==> src/hw/rtl/obrb_pkg.sv <==
// ----------------------------------------------------------------------------
// obrb_pkg
// Shared types and constants for the overwriting byte ring buffer.
// ----------------------------------------------------------------------------
package obrb_pkg;

   // Width of the capacity write data and of the free slot count.
   localparam int CAP_W = 11;

   // Capacity after reset, before clamping to the ring depth.
   localparam int CAP_RESET = 1024;

   // Operation codes of a request transaction.
   localparam logic FUNC_WRITE = 1'b0;
   localparam logic FUNC_READ  = 1'b1;

   // Result status handed from the pointer control to the top level.
   typedef struct packed {
      logic             rsp_valid;
      logic             read_valid;
      logic             overwrote;
      logic             is_empty;
      logic             is_full;
      logic [CAP_W-1:0] free_slots;
   } status_type;

endpackage

==> src/hw/rtl/obrb_ctrl.sv <==
// ----------------------------------------------------------------------------
// obrb_ctrl
// Pointer control of the ring: capacity register, write and read pointers,
// full flag, store port control and result status.
// ----------------------------------------------------------------------------
module obrb_ctrl #(
   parameter int DEPTH = 1024,
   localparam int PTR_W = $clog2(DEPTH),
   localparam int CW = (PTR_W + 1 > obrb_pkg::CAP_W) ? PTR_W + 1 : obrb_pkg::CAP_W,
   localparam int CAP_RST = (DEPTH < obrb_pkg::CAP_RESET) ? DEPTH : obrb_pkg::CAP_RESET
) (
   input  logic                       clock,
   input  logic                       reset,
   input  logic                       start,
   output logic                       busy,
   input  logic                       req_func,
   input  logic                       csr_wr_en,
   input  logic [obrb_pkg::CAP_W-1:0] csr_wr_data,
   output logic                       mem_wr_en,
   output logic [PTR_W-1:0]           mem_wr_addr,
   output logic                       mem_rd_en,
   output logic [PTR_W-1:0]           mem_rd_addr,
   output obrb_pkg::status_type       status
);

   logic [CW-1:0]    cap_ff, cap_in;
   logic [PTR_W-1:0] wr_ff, wr_in;
   logic [PTR_W-1:0] rd_ff, rd_in;
   logic             full_ff, full_in;
   logic             busy_ff;
   logic             rsp_valid_ff, rsp_valid_in;
   logic             read_valid_ff, read_valid_in;
   logic             overwrote_ff, overwrote_in;
   logic             accept;
   logic             empty_now;
   logic [CW-1:0]    cap_wr;
   logic [CW-1:0]    free_w;

   // Advance a pointer, wrapping at the capacity in use.
   function automatic logic [PTR_W-1:0] next_ptr(input logic [PTR_W-1:0] p,
                                                 input logic [CW-1:0] cap);
      logic [CW-1:0] n;
      n = CW'(p) + CW'(1);
      next_ptr = (n >= cap) ? '0 : n[PTR_W-1:0];
   endfunction

   assign accept    = start && !busy_ff;
   assign busy      = busy_ff;
   assign empty_now = !full_ff && (wr_ff == rd_ff);

   // Clamp a written capacity to the range one to the ring depth.
   always_comb begin
      cap_wr = CW'(csr_wr_data);
      priority if (cap_wr == '0) begin
         cap_wr = CW'(1);
      end else if (cap_wr > CW'(DEPTH)) begin
         cap_wr = CW'(DEPTH);
      end else begin
         cap_wr = CW'(csr_wr_data);
      end
   end

   // Next state of the capacity, the pointers, the full flag and the response flags.
   always_comb begin
      cap_in        = cap_ff;
      wr_in         = wr_ff;
      rd_in         = rd_ff;
      full_in       = full_ff;
      read_valid_in = 1'b0;
      overwrote_in  = 1'b0;
      rsp_valid_in  = accept;
      priority if (csr_wr_en) begin
         cap_in  = cap_wr;
         wr_in   = '0;
         rd_in   = '0;
         full_in = 1'b0;
      end else if (accept) begin
         if (req_func == obrb_pkg::FUNC_WRITE) begin
            // A write into a full ring drops the oldest byte.
            if (full_ff) begin
               rd_in        = next_ptr(rd_ff, cap_ff);
               overwrote_in = 1'b1;
            end
            wr_in   = next_ptr(wr_ff, cap_ff);
            full_in = (wr_in == rd_in);
         end else if (!empty_now) begin
            rd_in         = next_ptr(rd_ff, cap_ff);
            full_in       = 1'b0;
            read_valid_in = 1'b1;
         end
      end
   end

   // Control registers.
   always_ff @(posedge clock) begin
      if (reset) begin
         cap_ff        <= CW'(CAP_RST);
         wr_ff         <= '0;
         rd_ff         <= '0;
         full_ff       <= 1'b0;
         busy_ff       <= 1'b1;
         rsp_valid_ff  <= 1'b0;
         read_valid_ff <= 1'b0;
         overwrote_ff  <= 1'b0;
      end else begin
         cap_ff        <= cap_in;
         wr_ff         <= wr_in;
         rd_ff         <= rd_in;
         full_ff       <= full_in;
         busy_ff       <= 1'b0;
         rsp_valid_ff  <= rsp_valid_in;
         read_valid_ff <= read_valid_in;
         overwrote_ff  <= overwrote_in;
      end
   end

   // Store port control: the read always fetches the oldest byte.
   assign mem_wr_en   = accept && (req_func == obrb_pkg::FUNC_WRITE);
   assign mem_wr_addr = wr_ff;
   assign mem_rd_en   = accept;
   assign mem_rd_addr = rd_ff;

   // Free slots from the pointers after the last transaction.
   always_comb begin
      priority if (full_ff) begin
         free_w = '0;
      end else if (wr_ff >= rd_ff) begin
         free_w = cap_ff - CW'(wr_ff) + CW'(rd_ff);
      end else begin
         free_w = CW'(rd_ff) - CW'(wr_ff);
      end
   end

   assign status.rsp_valid  = rsp_valid_ff;
   assign status.read_valid = read_valid_ff;
   assign status.overwrote  = overwrote_ff;
   assign status.is_empty   = empty_now;
   assign status.is_full    = full_ff;
   assign status.free_slots = free_w[obrb_pkg::CAP_W-1:0];

endmodule

==> config.mk <==
export PLATFORM = sky130hd
export DESIGN_NAME = obrb_ctrl
export DESIGN_NICKNAME = d
export VERILOG_FILES = /design/src/hw/rtl/obrb_pkg.sv /design/src/hw/rtl/obrb_ctrl.sv
export SDC_FILE = /design/constraint.sdc
export NUM_CORES = 1
export LEC_CHECK = 0
export BUFFER_PORTS_ARGS = -buffer_cell sky130_fd_sc_hd__buf_2
export CAP_MARGIN = 20
export CORE_MARGIN = 1
export CORE_UTILIZATION = 45
export CTS_CLUSTER_DIAMETER = 60
export CTS_CLUSTER_SIZE = 8
export DETAILED_ROUTE_END_ITERATION = 7
export PLACE_DENSITY = 0.71
export SYNTH_ARGS = -nofsm -noshare
export SYNTH_HDL_FRONTEND = slang
export SYNTH_SLANG_ARGS = --single-unit
==> constraint.sdc <==
create_clock -name clock -period 4.99 [get_ports clock]
set_clock_uncertainty 0.15 [all_clocks]
set_input_delay 0.998 -clock clock [delete_from_list [all_inputs] [get_ports clock]]
set_output_delay 0.998 -clock clock [all_outputs]
set_load 0.03 [all_outputs]
==> out/summary.txt <==
Die W -> 96.3 µm
Total vias in the final route -> 4,079
Setup CP Type -> flop to output port
DRC -> 0
Number of antenna violations at the first check in global routing -> 0
Worst setup EP type -> output port
Worst slew pin tran -> 0.644 ns
Distinct cells, synth -> 61
Top-Level Pins -> 55
Fin Setup TNS -> 0 ns
Area delta synth->final -> 10.5%
Clock share of power -> 0.285
Count of final hold-check violations -> 0
Post-synth net total -> 613
Storage cell area -> 721 µm²
Fillers -> 904
Switching part of the total power -> 0.358
Drt first-iter violations -> 304
Die H -> 96.3 µm
Final wirelength -> 11.8 mm
RSZ-0062 raised after global routing -> false
Async SR Flop Fraction -> 0
Clock-pin slew on the worst setup and hold paths -> 0.08 ns
Max-cap violations -> 0
RD Place Congestion -> 0.931
Routed WL per cell -> 17.0 µm
CTS max path bufs -> 2
Port Buffers -> 54
Synth top area cells -> dfxtp_1 (18%), ha_1 (14%), a21oi_1 (6.0%), inv_1 (5.6%), fa_1 (5.5%)
Synth Warn # -> 0
Gr usage total -> 0.265
Peak supply drop -> 0.000109 V
Initial Util -> 0.461
Switch Pwr -> 262 µW
Root Driver -> clkbuf_8
Layout Nets -> 657
CP arrival -> 3.50 ns
Fin. max-slew vios -> 0
Req. time, crit path -> 3.84 ns
Drt pass-1 iters -> 5
Cell area after synthesis -> 4000 µm²
Int Pwr -> 469 µW
DR vias/cell -> 5.89
Crit path launch type -> flop
Core area -> 8680 µm²
Most frequent cells in the layout -> inv_1 (60), buf_2 (54), a21oi_1 (48)
Congestion Overflow GR -> 0
Die area -> 9270 µm²
Synthesized area per cell -> 7.39 µm²
Hold buffers post-CTS -> 0
CTS buffer count -> 5
Clk sinks -> 36
# diodes -> 0
Worst slew margin -> 0.570
Largest net degree at the start of global routing -> 30
Worst-Skew Late Latency -> 0.30 ns
Synth Flop Type -> dfxtp_1
Critical path peak fanout -> 7
Cells after Synth -> 541
Antenna-violating nets left -> 0
Post-synth EDFFs -> 0
Top cell type's share of synthesized area -> 0.180
FMAX -> 215 MHz
Vias in the first global route -> 3,708
Seq pwr share -> 0.403
Power share of the combinational group -> 0.312
Outcome -> completed
H-tree lvl count -> 2
PostCTS Resize Cnt -> 0
Hold_ws -> 0.324 ns
Postcts setup bufs -> 0
Yosys reg bits -> 36
Hold Path Class -> flop to flop
Share of cells above drive strength 1 -> 0.132
Leak -> 1.92 nW
Area leader, netlist -> dfxtp_1
CTS tree -> built
Commonest non-fill, non-tap cell in the layout -> inv_1
Power per standard cell area -> 166 nW/µm²
Fin crit share -> 0.932
Min cycle time layout -> 4.65 ns
Cell row count -> 34
Final setup vio count -> 0
Register area share after synthesis -> 0.180
Detail Placement HPWL -> 9.49 mm
First-pass GRT wire length -> 18.6 mm
Area of the multi-input gates -> 2930 µm²
-- worst max-delay path: stages, from the launching register on --
cell      delay (ns)
dfxtp_1         0.39
fa_1            0.56
inv_1           0.07
fa_1            0.46
a21o_1          0.18
a21oi_1         0.23
o21bai_1        0.11
a21oi_1         0.27
o21a_1          0.20
o211ai_1        0.10
and3_1          0.20
a211oi_1        0.19
buf_2           0.23
-- metal layers --
metal	up-vias	routed length [µm]	GRT usage	share of wire
li1	1994	-	-	-
met1	1914	5620	0.358	0.48
met2	158	5420	0.446	0.46
met3	13	607	0.0300	0.051
met4	0	165	0.0647	0.014
met5	-	0	0	0
-- Yosys cell counts (3+ instances only) --
cell type / instances
inv_1: 60
a21oi_1: 48
nor2_1: 46
ha_1: 45
nand2_1: 40
dfxtp_1: 36
nand3_1: 35
xnor2_1: 25
o21ai_0: 22
nor3_1: 14
clkbuf_1: 13
fa_1: 11
o211ai_1: 11
nand4_1: 9
nor4_1: 9
xor2_1: 9
a21o_1: 7
nand2b_1: 7
a22oi_1: 6
buf_4: 6
nor2b_1: 6
a211oi_1: 5
o21a_1: 5
o21bai_1: 5
and3_1: 4
buf_2: 4
or2_2: 4
a211o_1: 3
a21boi_0: 3
nor3b_1: 3
or3_1: 3
-- kinds of logic (layout without fill, tap and decap cells) --
kind of cell,count (synthesis),count (layout),synth area share
adders and majority gates,56,56,0.196
AOI/OAI and AO/OA,142,142,0.231
buffers and inverters,85,129,0.0867
xor gates and xnor gates,34,34,0.0745
muxes,3,3,0.00782
and+or+nand+nor,185,185,0.224
DFF,36,36,0.180
-- area by class of cell --
cell class | instances | area share
well taps | 108 | 0.0306
multi-input cells | 420 | 0.664
repair buffers | 61 | 0.0731
clock inverters | 1 | 0.00113
flip-flops and latches | 36 | 0.163
clock buffers | 6 | 0.0164
inverters | 61 | 0.0518
-- registers in the layout, summed over array words and instances (netlist names) --
name / flops
busy: 1
cap_ff: 11
full_ff: 1
mem_rd_addr: 10
mem_wr_addr: 10
overwrote_ff: 1
read_valid_ff: 1
rsp_valid_ff: 1
-- final timing paths --
kind	startpoint	slack [ns]	cells after the start	end
worst max-delay path	mem_wr_addr[1]$_SDFFE_PP0P_	0.34	12	status[10]
worst min-delay path	cap_ff[7]$_SDFFE_PP0P_	0.32	2	cap_ff[7]$_SDFFE_PP0P_
worst max register to register	mem_wr_addr[0]$_SDFFE_PP0P_	0.88	15	full_ff$_SDFFE_PP0P_
worst min register to register	cap_ff[7]$_SDFFE_PP0P_	0.32	2	cap_ff[7]$_SDFFE_PP0P_
-- power by group through the flow --
stage | Clock, mW | Combinational [mW] | Sequential, mW
after floorplan | 0 | 0.167 | 0.302
after global placement | 0 | 0.222 | 0.301
after detailed placement | 0 | 0.226 | 0.301
after CTS | 0.211 | 0.227 | 0.294
after global routing | 0.225 | 0.251 | 0.295
final | 0.209 | 0.228 | 0.294
-- through the flow --
step | cell area [µm²] | cells | setup slack (ns) | util | total power [mW]
2_1_floorplan | 4000 | 541 | 0.129 | - | 0.469
3_3_place_gp | 4340 | 686 | 0.665 | 0.500 | 0.523
3_5_place_dp | 4340 | 686 | 0.660 | 0.500 | 0.527
4_1_cts | 4420 | 693 | 0.325 | 0.509 | 0.732
5_1_grt | 4420 | 693 | 0.140 | 0.509 | 0.771
6_report | 4420 | 693 | 0.339 | 0.509 | 0.731
No activity file was read; power rests on OpenSTA's default activity.
